<file path="src/sv/ute_pkg.sv">
package ute_pkg;

    // Default depth of the command queue between the front and the back.
    localparam int QUEUE_DEPTH_DEFAULT = 2;

    // Characters used by the escape forms.
    localparam logic [7:0]   CH_BACKSLASH = 8'h5C;
    localparam logic [7:0]   CH_LOWER_X   = 8'h78;
    localparam logic [7:0]   CH_LOWER_U   = 8'h75;
    localparam logic [127:0] HEX_CHARS    = "0123456789ABCDEF";

    // What the back has to emit for one queued command.
    typedef enum logic [1:0] {
        CMD_BYTE_ESC,
        CMD_CP_ESC,
        CMD_PASS
    } t_kind;

    // One command: a single-byte escape, a code point escape or a run of raw bytes.
    typedef struct packed {
        t_kind       kind;
        logic [2:0]  len;
        logic [31:0] data;
        logic        last;
        logic        eot;
    } t_cmd;

    // Uppercase hex digit for one nibble.
    function automatic logic [7:0] nibble_char(input logic [3:0] v);
        logic [3:0] rev;
        rev = 4'd15 - v;
        return HEX_CHARS[{rev, 3'b000} +: 8];
    endfunction

endpackage

</file>
<file path="src/sv/ute_in_if.sv">
interface ute_in_if;
    logic       valid;
    logic       ready;
    logic [7:0] in_byte;
    logic       end_of_text;

    modport source (output valid, output in_byte, output end_of_text, input ready);
    modport sink (input valid, input in_byte, input end_of_text, output ready);
endinterface

</file>
<file path="src/sv/ute_out_if.sv">
interface ute_out_if;
    logic       valid;
    logic       ready;
    logic [7:0] out_byte;
    logic       last_of_run;
    logic       text_done;

    modport source (output valid, output out_byte, output last_of_run, output text_done,
                    input ready);
    modport sink (input valid, input out_byte, input last_of_run, input text_done,
                  output ready);
endinterface

</file>
<file path="src/sv/ute_front.sv">
module ute_front import ute_pkg::*; (
    input  logic i_clk,
    input  logic i_rst_n,
    input  logic i_preserve,
    ute_in_if.sink i_in,
    output logic o_push,
    output t_cmd o_cmd,
    input  logic i_full
);

    typedef logic [3:0][7:0] t_buf;

    typedef struct packed {
        logic        hold;
        t_kind       kind;
        logic [2:0]  consume;
        logic [31:0] data;
    } t_scan;

    localparam logic [20:0] CP_ALM   = 21'h00061C;
    localparam logic [20:0] CP_LRM   = 21'h00200E;
    localparam logic [20:0] CP_RLM   = 21'h00200F;
    localparam logic [20:0] CP_EMB_LO = 21'h00202A;
    localparam logic [20:0] CP_EMB_HI = 21'h00202E;
    localparam logic [20:0] CP_ISO_LO = 21'h002066;
    localparam logic [20:0] CP_ISO_HI = 21'h00206F;
    localparam logic [20:0] CP_DEL    = 21'h00007F;
    localparam logic [20:0] CP_C1_HI  = 21'h00009F;
    localparam logic [20:0] CP_SPACE  = 21'h000020;
    localparam logic [20:0] CP_LF     = 21'h00000A;
    localparam logic [20:0] CP_TAB    = 21'h000009;

    function automatic logic [7:0] byte_at(input t_buf b, input logic [2:0] idx);
        return idx[2] ? 8'h00 : b[idx[1:0]];
    endfunction

    function automatic logic [2:0] lead_length(input logic [7:0] b);
        if (b < 8'h80) return 3'd1;
        if (b >= 8'hC2 && b <= 8'hDF) return 3'd2;
        if (b >= 8'hE0 && b <= 8'hEF) return 3'd3;
        if (b >= 8'hF0 && b <= 8'hF4) return 3'd4;
        return 3'd0;
    endfunction

    function automatic logic follower_ok(input logic [7:0] lead, input logic [1:0] i,
                                         input logic [7:0] b);
        if (b[7:6] != 2'b10) return 1'b0;
        if (i == 2'd1) begin
            if (lead == 8'hE0 && b < 8'hA0) return 1'b0;
            if (lead == 8'hED && b > 8'h9F) return 1'b0;
            if (lead == 8'hF0 && b < 8'h90) return 1'b0;
            if (lead == 8'hF4 && b > 8'h8F) return 1'b0;
        end
        return 1'b1;
    endfunction

    function automatic logic is_control(input logic [20:0] cp, input logic preserve);
        if (cp < CP_SPACE) return !(preserve && (cp == CP_LF || cp == CP_TAB));
        return (cp >= CP_DEL && cp <= CP_C1_HI) || cp == CP_ALM || cp == CP_LRM ||
               cp == CP_RLM || (cp >= CP_EMB_LO && cp <= CP_EMB_HI) ||
               (cp >= CP_ISO_LO && cp <= CP_ISO_HI);
    endfunction

    // Classifies the sequence that starts at pos in the buffer.
    function automatic t_scan analyze(input t_buf b, input logic [2:0] n,
                                      input logic [2:0] pos, input logic eot,
                                      input logic preserve);
        logic [7:0]  first;
        logic [7:0]  b1;
        logic [7:0]  b2;
        logic [7:0]  b3;
        logic [2:0]  len;
        logic [2:0]  avail;
        logic        ok;
        logic [20:0] cp;
        t_scan       s;
        first = byte_at(b, pos);
        b1    = byte_at(b, pos + 3'd1);
        b2    = byte_at(b, pos + 3'd2);
        b3    = byte_at(b, pos + 3'd3);
        avail = n - pos;
        len   = lead_length(first);
        ok    = (len != 3'd0);
        if (ok && len > 3'd1 && avail > 3'd1 && !follower_ok(first, 2'd1, b1)) ok = 1'b0;
        if (ok && len > 3'd2 && avail > 3'd2 && !follower_ok(first, 2'd2, b2)) ok = 1'b0;
        if (ok && len > 3'd3 && avail > 3'd3 && !follower_ok(first, 2'd3, b3)) ok = 1'b0;
        s         = '0;
        s.kind    = CMD_BYTE_ESC;
        s.consume = 3'd1;
        s.data    = {24'h000000, first};
        cp        = '0;
        if (ok) begin
            if (len > avail) begin
                s.hold = !eot;
            end else begin
                case (len)
                    3'd1:    cp = {13'h0000, first};
                    3'd2:    cp = {10'h000, first[4:0], b1[5:0]};
                    3'd3:    cp = {5'h00, first[3:0], b1[5:0], b2[5:0]};
                    default: cp = {first[2:0], b1[5:0], b2[5:0], b3[5:0]};
                endcase
                s.consume = len;
                if (is_control(cp, preserve)) begin
                    s.kind = CMD_CP_ESC;
                    s.data = {16'h0000, cp[15:0]};
                end else begin
                    s.kind = CMD_PASS;
                    s.data = {b3, b2, b1, first};
                end
            end
        end
        return s;
    endfunction

    t_buf       r_buf;
    logic [2:0] r_n;
    logic [1:0] r_pos;
    logic       r_eot;
    logic       r_busy;
    logic [1:0] r_cnt;

    t_scan      s_cur;
    t_scan      s_next;
    logic [2:0] pos_cur;
    logic [2:0] pos_next;
    logic [2:0] start;
    logic [2:0] remain;
    logic       last;
    logic       accept;
    logic       finish;
    t_buf       n_buf;

    assign i_in.ready = !r_busy;
    assign accept     = i_in.valid && !r_busy;

    always_comb begin
        pos_cur  = {1'b0, r_pos};
        s_cur    = analyze(r_buf, r_n, pos_cur, r_eot, i_preserve);
        pos_next = pos_cur + s_cur.consume;
        s_next   = analyze(r_buf, r_n, pos_next, r_eot, i_preserve);
        // This command closes the request when nothing is left or the rest is held.
        last     = (pos_next == r_n) || s_next.hold;
        o_push   = r_busy && !s_cur.hold && !i_full;
        o_cmd    = '{kind: s_cur.kind, len: s_cur.consume, data: s_cur.data,
                     last: last, eot: r_eot};
        finish   = r_busy && (s_cur.hold || (o_push && last));
        start    = s_cur.hold ? pos_cur : pos_next;
        remain   = r_n - start;
        for (int i = 0; i < 4; i++) begin
            n_buf[i] = byte_at(r_buf, start + 3'(i));
        end
    end

    always_ff @(posedge i_clk) begin
        if (!i_rst_n) begin
            r_busy <= 1'b0;
            r_cnt  <= 2'd0;
        end else if (accept) begin
            r_busy <= 1'b1;
        end else if (finish) begin
            r_busy <= 1'b0;
            r_cnt  <= remain[1:0];
        end
    end

    always_ff @(posedge i_clk) begin
        if (accept) begin
            r_buf[r_cnt] <= i_in.in_byte;
            r_n          <= {1'b0, r_cnt} + 3'd1;
            r_pos        <= 2'd0;
            r_eot        <= i_in.end_of_text;
        end else if (finish) begin
            r_buf <= n_buf;
        end else if (o_push) begin
            r_pos <= pos_next[1:0];
        end
    end

endmodule

</file>
<file path="src/sv/ute_queue.sv">
module ute_queue import ute_pkg::*; #(
    parameter int DEPTH = QUEUE_DEPTH_DEFAULT
) (
    input  logic i_clk,
    input  logic i_rst_n,
    input  logic i_push,
    input  t_cmd i_data,
    output logic o_full,
    output logic o_valid,
    output t_cmd o_data,
    input  logic i_pop
);

    localparam int PTR_W = (DEPTH > 1) ? $clog2(DEPTH) : 1;
    localparam int CNT_W = $clog2(DEPTH + 1);
    localparam logic [PTR_W-1:0] LAST_PTR = PTR_W'(DEPTH - 1);
    localparam logic [CNT_W-1:0] FULL_CNT = CNT_W'(DEPTH);

    t_cmd             r_mem [DEPTH];
    logic [PTR_W-1:0] r_wr;
    logic [PTR_W-1:0] r_rd;
    logic [CNT_W-1:0] r_count;

    assign o_full  = (r_count == FULL_CNT);
    assign o_valid = (r_count != '0);
    assign o_data  = r_mem[r_rd];

    always_ff @(posedge i_clk) begin
        if (i_push) begin
            r_mem[r_wr] <= i_data;
        end
    end

    always_ff @(posedge i_clk) begin
        if (!i_rst_n) begin
            r_wr    <= '0;
            r_rd    <= '0;
            r_count <= '0;
        end else begin
            if (i_push) begin
                r_wr <= (r_wr == LAST_PTR) ? '0 : r_wr + 1'b1;
            end
            if (i_pop) begin
                r_rd <= (r_rd == LAST_PTR) ? '0 : r_rd + 1'b1;
            end
            case ({i_push, i_pop})
                2'b10:   r_count <= r_count + 1'b1;
                2'b01:   r_count <= r_count - 1'b1;
                default: r_count <= r_count;
            endcase
        end
    end

endmodule

</file>
<file path="src/sv/ute_back.sv">
module ute_back import ute_pkg::*; (
    input  logic i_clk,
    input  logic i_rst_n,
    input  logic i_valid,
    input  t_cmd i_cmd,
    output logic o_pop,
    ute_out_if.source o_out
);

    logic [2:0] r_idx;
    logic       r_valid;
    logic [7:0] r_byte;
    logic       r_last;
    logic       r_done;

    logic [2:0] count;
    logic [7:0] n_byte;
    logic       at_end;
    logic       load;

    always_comb begin
        unique case (i_cmd.kind)
            CMD_BYTE_ESC: count = 3'd4;
            CMD_CP_ESC:   count = 3'd6;
            CMD_PASS:     count = i_cmd.len;
            default:      count = 3'd1;
        endcase
    end

    always_comb begin
        unique case (i_cmd.kind)
            CMD_BYTE_ESC: begin
                case (r_idx)
                    3'd0:    n_byte = CH_BACKSLASH;
                    3'd1:    n_byte = CH_LOWER_X;
                    3'd2:    n_byte = nibble_char(i_cmd.data[7:4]);
                    default: n_byte = nibble_char(i_cmd.data[3:0]);
                endcase
            end
            CMD_CP_ESC: begin
                case (r_idx)
                    3'd0:    n_byte = CH_BACKSLASH;
                    3'd1:    n_byte = CH_LOWER_U;
                    3'd2:    n_byte = nibble_char(i_cmd.data[15:12]);
                    3'd3:    n_byte = nibble_char(i_cmd.data[11:8]);
                    3'd4:    n_byte = nibble_char(i_cmd.data[7:4]);
                    default: n_byte = nibble_char(i_cmd.data[3:0]);
                endcase
            end
            CMD_PASS: n_byte = i_cmd.data[{r_idx[1:0], 3'b000} +: 8];
            default:  n_byte = i_cmd.data[7:0];
        endcase
    end

    assign at_end = (r_idx == count - 3'd1);
    assign load   = i_valid && (!r_valid || o_out.ready);
    assign o_pop  = load && at_end;

    assign o_out.valid       = r_valid;
    assign o_out.out_byte    = r_byte;
    assign o_out.last_of_run = r_last;
    assign o_out.text_done   = r_done;

    always_ff @(posedge i_clk) begin
        if (!i_rst_n) begin
            r_valid <= 1'b0;
            r_idx   <= 3'd0;
        end else begin
            if (load) begin
                r_valid <= 1'b1;
                r_idx   <= at_end ? 3'd0 : r_idx + 3'd1;
            end else if (o_out.ready) begin
                r_valid <= 1'b0;
            end
        end
    end

    always_ff @(posedge i_clk) begin
        if (load) begin
            r_byte <= n_byte;
            r_last <= at_end && i_cmd.last;
            r_done <= at_end && i_cmd.last && i_cmd.eot;
        end
    end

endmodule

</file>
<file path="src/sv/utf8_terminal_escaper.sv">
// An input byte that completes a sequence goes into the front buffer, is scanned into
// the queue and is loaded into the back output register. The front takes no new input
// byte until it has pushed all commands the last one made (one per sequence or rejected
// byte); a full queue stalls it. The back emits one output byte per cycle while it has
// a command and the output is ready. Reset (i_rst_n, synchronous, active low): nothing
// held, queue and output empty, newline and tab preserved.
module utf8_terminal_escaper import ute_pkg::*; #(
    parameter int QUEUE_DEPTH = QUEUE_DEPTH_DEFAULT
) (
    input  logic i_clk,
    input  logic i_rst_n,
    input  logic i_cfg_we,
    input  logic i_cfg_data,
    ute_in_if.sink i_in,
    ute_out_if.source o_out
);

    // The layout mode register. When set, newline and tab pass through as
    // plain bytes; when clear they are escaped like every other C0 code.
    logic r_preserve;

    always_ff @(posedge i_clk) begin
        if (!i_rst_n) begin
            r_preserve <= 1'b1;
        end else if (i_cfg_we) begin
            r_preserve <= i_cfg_data;
        end
    end

    // The front takes one input request at a time. It merges the byte with
    // the bytes held from earlier requests, then walks the buffer one
    // sequence per cycle while the queue has room, pushing one command per
    // sequence or rejected byte. A valid but unfinished tail is kept for the
    // next request, or escaped byte by byte if the request ends the text.
    logic push;
    t_cmd push_cmd;
    logic q_full;
    logic q_valid;
    t_cmd q_cmd;
    logic q_pop;

    ute_front u_front (
        .i_clk      (i_clk),
        .i_rst_n    (i_rst_n),
        .i_preserve (r_preserve),
        .i_in       (i_in),
        .o_push     (push),
        .o_cmd      (push_cmd),
        .i_full     (q_full)
    );

    // The queue lets the front keep scanning while a long escape drains.
    ute_queue #(
        .DEPTH (QUEUE_DEPTH)
    ) u_queue (
        .i_clk   (i_clk),
        .i_rst_n (i_rst_n),
        .i_push  (push),
        .i_data  (push_cmd),
        .o_full  (q_full),
        .o_valid (q_valid),
        .o_data  (q_cmd),
        .i_pop   (q_pop)
    );

    // The back expands each command into its output bytes, one per cycle while
    // the output is ready, through a registered output stage. The final byte
    // of a request's last command carries last_of_run, and text_done at text end.
    ute_back u_back (
        .i_clk   (i_clk),
        .i_rst_n (i_rst_n),
        .i_valid (q_valid),
        .i_cmd   (q_cmd),
        .o_pop   (q_pop),
        .o_out   (o_out)
    );

endmodule
</file>
<file path="src/flat_wrapper.sv">
// flat-port wrapper written by rule: the top's interface ports become plain ports
module utf8_terminal_escaper_flat import ute_pkg::*;
#(
    parameter int QUEUE_DEPTH = QUEUE_DEPTH_DEFAULT
)
  (i_clk, i_rst_n, i_cfg_we, i_cfg_data, i_in_valid, i_in_in_byte, i_in_end_of_text, i_in_ready, o_out_valid, o_out_out_byte, o_out_last_of_run, o_out_text_done, o_out_ready);
  ute_in_if i_in_i ();
  ute_out_if o_out_i ();
  input  logic i_clk;
  input  logic i_rst_n;
  input  logic i_cfg_we;
  input  logic i_cfg_data;
  input wire logic [$bits(i_in_i.valid)-1:0] i_in_valid;
  input wire logic [$bits(i_in_i.in_byte)-1:0] i_in_in_byte;
  input wire logic [$bits(i_in_i.end_of_text)-1:0] i_in_end_of_text;
  output wire logic [$bits(i_in_i.ready)-1:0] i_in_ready;
  output wire logic [$bits(o_out_i.valid)-1:0] o_out_valid;
  output wire logic [$bits(o_out_i.out_byte)-1:0] o_out_out_byte;
  output wire logic [$bits(o_out_i.last_of_run)-1:0] o_out_last_of_run;
  output wire logic [$bits(o_out_i.text_done)-1:0] o_out_text_done;
  input wire logic [$bits(o_out_i.ready)-1:0] o_out_ready;
  assign i_in_i.valid = i_in_valid;
  assign i_in_i.in_byte = i_in_in_byte;
  assign i_in_i.end_of_text = i_in_end_of_text;
  assign i_in_ready = i_in_i.ready;
  assign o_out_valid = o_out_i.valid;
  assign o_out_out_byte = o_out_i.out_byte;
  assign o_out_last_of_run = o_out_i.last_of_run;
  assign o_out_text_done = o_out_i.text_done;
  assign o_out_i.ready = o_out_ready;
  utf8_terminal_escaper #(.QUEUE_DEPTH(QUEUE_DEPTH)) u_core (.i_clk(i_clk), .i_rst_n(i_rst_n), .i_cfg_we(i_cfg_we), .i_cfg_data(i_cfg_data), .i_in(i_in_i), .o_out(o_out_i));
endmodule
</file>
<file path="config.mk">
export PLATFORM = sky130hd
export DESIGN_NAME = utf8_terminal_escaper_flat
export DESIGN_NICKNAME = d
export VERILOG_FILES = /design/src/sv/ute_pkg.sv /design/src/sv/ute_in_if.sv /design/src/sv/ute_out_if.sv /design/src/sv/ute_front.sv /design/src/sv/ute_queue.sv /design/src/sv/ute_back.sv /design/src/sv/utf8_terminal_escaper.sv /design/src/flat_wrapper.sv
export SDC_FILE = /design/constraint.sdc
export NUM_CORES = 1
export LEC_CHECK = 0
export BUFFER_PORTS_ARGS = -buffer_cell sky130_fd_sc_hd__buf_2
export CAP_MARGIN = 20
export CORE_MARGIN = 1.5
export CORE_UTILIZATION = 40
export CTS_BUF_LIST = sky130_fd_sc_hd__clkbuf_16
export DETAILED_ROUTE_END_ITERATION = 8
export SKIP_LAST_GASP = 1
export SLEW_MARGIN = 15
export SYNTH_ARGS = -nofsm -noshare
export SYNTH_HDL_FRONTEND = slang
export SYNTH_SLANG_ARGS = --single-unit
</file>
<file path="constraint.sdc">
create_clock -name i_clk -period 22.5 [get_ports i_clk]
set_input_delay 5.625 -clock i_clk [delete_from_list [all_inputs] [get_ports i_clk]]
set_output_delay 5.625 -clock i_clk [all_outputs]
set_load 0.01 [all_outputs]
</file>
==> impl_metrics.sql <==
INSERT INTO impl_metrics (metric_group, metric, value, unit) VALUES
('status', 'run_status', 'finished clean', ''),
('drt', 'total_via_count_in_the_routed_design', '7898', ''),
('drt', 'met3WireLength', '1550', 'um'),
('cells_and_area', 'filler_cell_count', '2323', ''),
('worst_setup_path', 'critPathKind', 'flip-flop to flip-flop', ''),
('drt', 'wl_met1', '12300', 'um'),
('timing', 'finalWorstPathRequiredPeriod', '8.51', 'ns'),
('placement', 'place_hpwl', '20500', 'um'),
('worst_setup_path', 'critPathTopFamily', 'compound AO/OA/AOI/OAI gates', ''),
('cells_and_area', 'areaGrowthSynthToFinish', '10.4', '%'),
('global_routing', 'gr-usage-all-layers', '0.218', ''),
('drt', 'drc_errors', '0', ''),
('worst_setup_path', 'crit_fanout', '43', ''),
('drt', 'top_signal_layer_used', 'met4', ''),
('clock_network', 'clk_transition_reported_paths', '0.06', 'ns'),
('floorplanning', 'design.portCount', '27', ''),
('global_routing', 'antenna_found_initial', '0', ''),
('global_routing', 'vias_in_the_first_global_route', '7439', ''),
('global_routing', 'grt_start_max_net_pins', '44', ''),
('floorplanning', 'die_x', '163', 'um'),
('timing', 'worst_clk_skew', '0.0172', 'ns'),
('clock_network', 'clock-sinks', '139', ''),
('timing', 'final_max_slew_viol_count', '0', ''),
('timing', 'report.final.setup_viol', '0', ''),
('timing', 'final.setup.tns', '0', 'ns'),
('logic_synthesis', 'netlist.area_leader.share', '0.363', ''),
('logic_synthesis', 'synth_nets', '987', ''),
('floorplanning', 'initial_utilization', '0.407', ''),
('drt', 'routed-wl-met2', '13500', 'um'),
('logic_synthesis', 'postSynth.asyncResetShare', '0', ''),
('drt', 'viasPerCell', '6.16', ''),
('worst_setup_path', 'cp_max_stage_cell', 'fa_1', ''),
('timing', 'hold_viol', '0', ''),
('worst_setup_path', 'setup.worst_path.start_class', 'flip-flop', ''),
('logic_synthesis', 'yosysTopAreaCell', 'edfxtp_1', ''),
('timing', 'worst_pin_slew', '1.07', 'ns'),
('clock_network', 'cts_hold_buffers', '0', ''),
('logic_synthesis', 'ys_top_cells_by_count', 'edfxtp_1 (124), mux2i_1 (90), nor2_1 (77)', ''),
('worst_setup_path', 'worstPathRequired', '22.66', 'ns'),
('drt', 'drtAntennaViolNets', '0', ''),
('worst_setup_path', 'critical_path_arrival', '8.67', 'ns'),
('logic_synthesis', 'synthesis.area_per_instance', '11.0', 'um2'),
('logic_synthesis', 'synthesized_cell_area', '0.0103', 'mm2'),
('placement', 'port_buffers', '26', ''),
('cells_and_area', 'n_antenna_cell', '0', ''),
('clock_network', 'cts_buffer_depth', '2', ''),
('drt', 'drt_pre_antenna_iters', '5', ''),
('logic_synthesis', 'synth_enable_flop_cells', '124', ''),
('clock_network', 'cts_tree', 'done', ''),
('cells_and_area', 'design.final.nets', '992', ''),
('worst_setup_path', 'crit_path_cell_trace', 'buf_4, inv_1, ha_1, mux2_2, a22oi_1, o32ai_1, a311o_1, o31ai_4, nand4_1, ha_1, fa_1, mux4_2, nor4_1, nor3b_1, nor2b_1, nor2_1, ha_1, a21o_1, a21oi_1, nor3_1, a31o_2, a211o_1, o221a_2, or2_2', ''),
('clock_network', 'htree_levels', '4', ''),
('floorplanning', 'fp.dieH', '163', 'um'),
('timing', 'fin_crit_sh', '0.378', ''),
('worst_hold_path', 'hold_path_class', 'flip-flop to flip-flop', ''),
('worst_setup_path', 'worstSetupEndpointType', 'flip-flop', ''),
('logic_synthesis', 'synth_unique_cells', '86', ''),
('floorplanning', 'fp.dieArea', '0.0266', 'mm2'),
('global_routing', 'grt_overflow', '0', ''),
('placement', 'detailedPlace.worstSlack', '14.07', 'ns'),
('worst_setup_path', 'cpMostUsedCell', 'ha_1', ''),
('floorplanning', 'rows', '58', ''),
('timing', 'max_freq', '0.117', 'GHz'),
('floorplanning', 'core-area', '0.0252', 'mm2'),
('logic_synthesis', 'synth_cells', '935', ''),
('logic_synthesis', 'synth.area.top_cells', 'edfxtp_1 (36%), mux4_2 (9.0%), mux2i_1 (8.8%), ha_1 (4.1%), dfxtp_1 (2.9%)', ''),
('run', 'maxCapViolations', '0', ''),
('logic_synthesis', 'yosys_register_bits', '139', ''),
('timing', 'rsz0062_at_grt', 'false', ''),
('clock_network', 'cts_resized', '0', ''),
('drt', 'detailedRoute.firstIterationViolations', '930', '');
## cells in the final DEF (no fill, tap or decap), types with 6 or more instances in the layout
| master | instances |
|---|---|
| a211oi_1 | 8 |
| a21oi_1 | 36 |
| a22o_1 | 17 |
| a31oi_1 | 8 |
| and2_1 | 10 |
| buf_2 | 26 |
| buf_4 | 9 |
| clkbuf_16 | 17 |
| dfxtp_1 | 13 |
| edfxtp_1 | 124 |
| ha_1 | 34 |
| inv_1 | 35 |
| inv_6 | 6 |
| mux2_2 | 22 |
| mux2i_1 | 90 |
| mux4_2 | 41 |
| nand2_1 | 60 |
| nand2b_1 | 7 |
| nand3_1 | 18 |
| nand4_1 | 7 |
| nor2_1 | 75 |
| nor2b_1 | 19 |
| nor3_1 | 20 |
| nor3_2 | 9 |
| nor4_1 | 8 |
| o211ai_1 | 9 |
| o21ai_0 | 41 |
| o21ai_1 | 8 |
| o221ai_1 | 10 |
| o31ai_1 | 8 |
| or2_2 | 6 |
| or3_1 | 10 |
| xnor2_1 | 14 |
| xor2_1 | 6 |
## final timing paths
check | from | endpoint | cells past startpoint | slack (ns)
worst max-delay path | u_core.u_front.r_pos[0]$_SDFFE_PP0P_ | u_core.u_front.r_buf[4]$_DFFE_PP_ | 24 | 13.99
worst min-delay path | u_core.r_preserve$_SDFFE_PN1P_ | u_core.r_preserve$_SDFFE_PN1P_ | 2 | 0.51
worst max register to register | u_core.u_front.r_pos[0]$_SDFFE_PP0P_ | u_core.u_front.r_buf[4]$_DFFE_PP_ | 24 | 13.99
worst min register to register | u_core.r_preserve$_SDFFE_PN1P_ | u_core.r_preserve$_SDFFE_PN1P_ | 2 | 0.51
## cell families after synthesis
logic type	Yosys count	synth area share
fa+ha+maj	37	0.0473
flops	139	0.392
mux	157	0.208
xor+xnor	20	0.0171
compound gates	217	0.159
simple gates	276	0.139
buf+inv	89	0.0371
## per-stage QoR
| step | std cells | cell area, um2 | util |
|---|---|---|---|
| after floorplan | 935 | 10300 | - |
| after global placement | 1249 | 10600 | 0.423 |
| final | 1283 | 11300 | 0.450 |
| after CTS | 1283 | 11300 | 0.450 |
| after global routing | 1283 | 11300 | 0.450 |
| after detailed placement | 1251 | 10700 | 0.425 |
## flip-flops by register name, indices dropped and copies added, names as in the netlist, named ones only
register                         flops
u_core.u_queue.r_mem                78
u_core.u_front.r_buf                32
u_core.u_back.o_out.out_byte         8
u_core.u_back.r_idx                  3
u_core.u_front.r_n                   3
u_core.u_front.r_cnt                 2
u_core.u_front.r_pos                 2
u_core.u_queue.r_count               2
u_core.r_preserve                    1
u_core.u_back.o_out.last_of_run      1
u_core.u_back.o_out.text_done        1
u_core.u_back.o_out.valid            1
u_core.u_front.r_busy                1
u_core.u_front.r_eot                 1
u_core.u_queue.r_rd                  1
u_core.u_queue.r_wr                  1
## per-layer routing
layer / up-vias / track usage
li1: 3668 / -
met1: 3853 / 0.298
met2: 325 / 0.362
met3: 52 / 0.0320
met4: 0 / 0.0546
met5: - / 0
## cell type report
cell class / instances / area [um2] / share of cell area
clock inverter: 15 / 198 / 0.0175
sequential: 139 / 4030 / 0.356
inverter: 38 / 143 / 0.0126
tap: 330 / 413 / 0.0365
clock buffer: 17 / 425 / 0.0376
multi-input combinational: 707 / 5860 / 0.518
timing repair buffer: 37 / 253 / 0.0223
## worst reg2reg max path: stages (launching register included)
cell,delay (ns)
dfxtp_2,0.33
buf_4,0.50
inv_1,0.19
ha_1,0.78
mux2_2,0.43
a22oi_1,0.39
o32ai_1,0.18
a311o_1,0.35
o31ai_4,0.37
nand4_1,0.22
ha_1,0.25
fa_1,1.04
mux4_2,0.63
nor4_1,0.29
nor3b_1,0.10
nor2b_1,0.12
nor2_1,0.05
ha_1,0.31
a21o_1,0.16
a21oi_1,0.19
nor3_1,0.09
a31o_2,0.23
a211o_1,0.29
o221a_2,0.34
or2_2,0.42
Power is left out: the tool's default activity adds up to more than one toggle a clock period on the data nets, which glitch-free logic cannot reach.
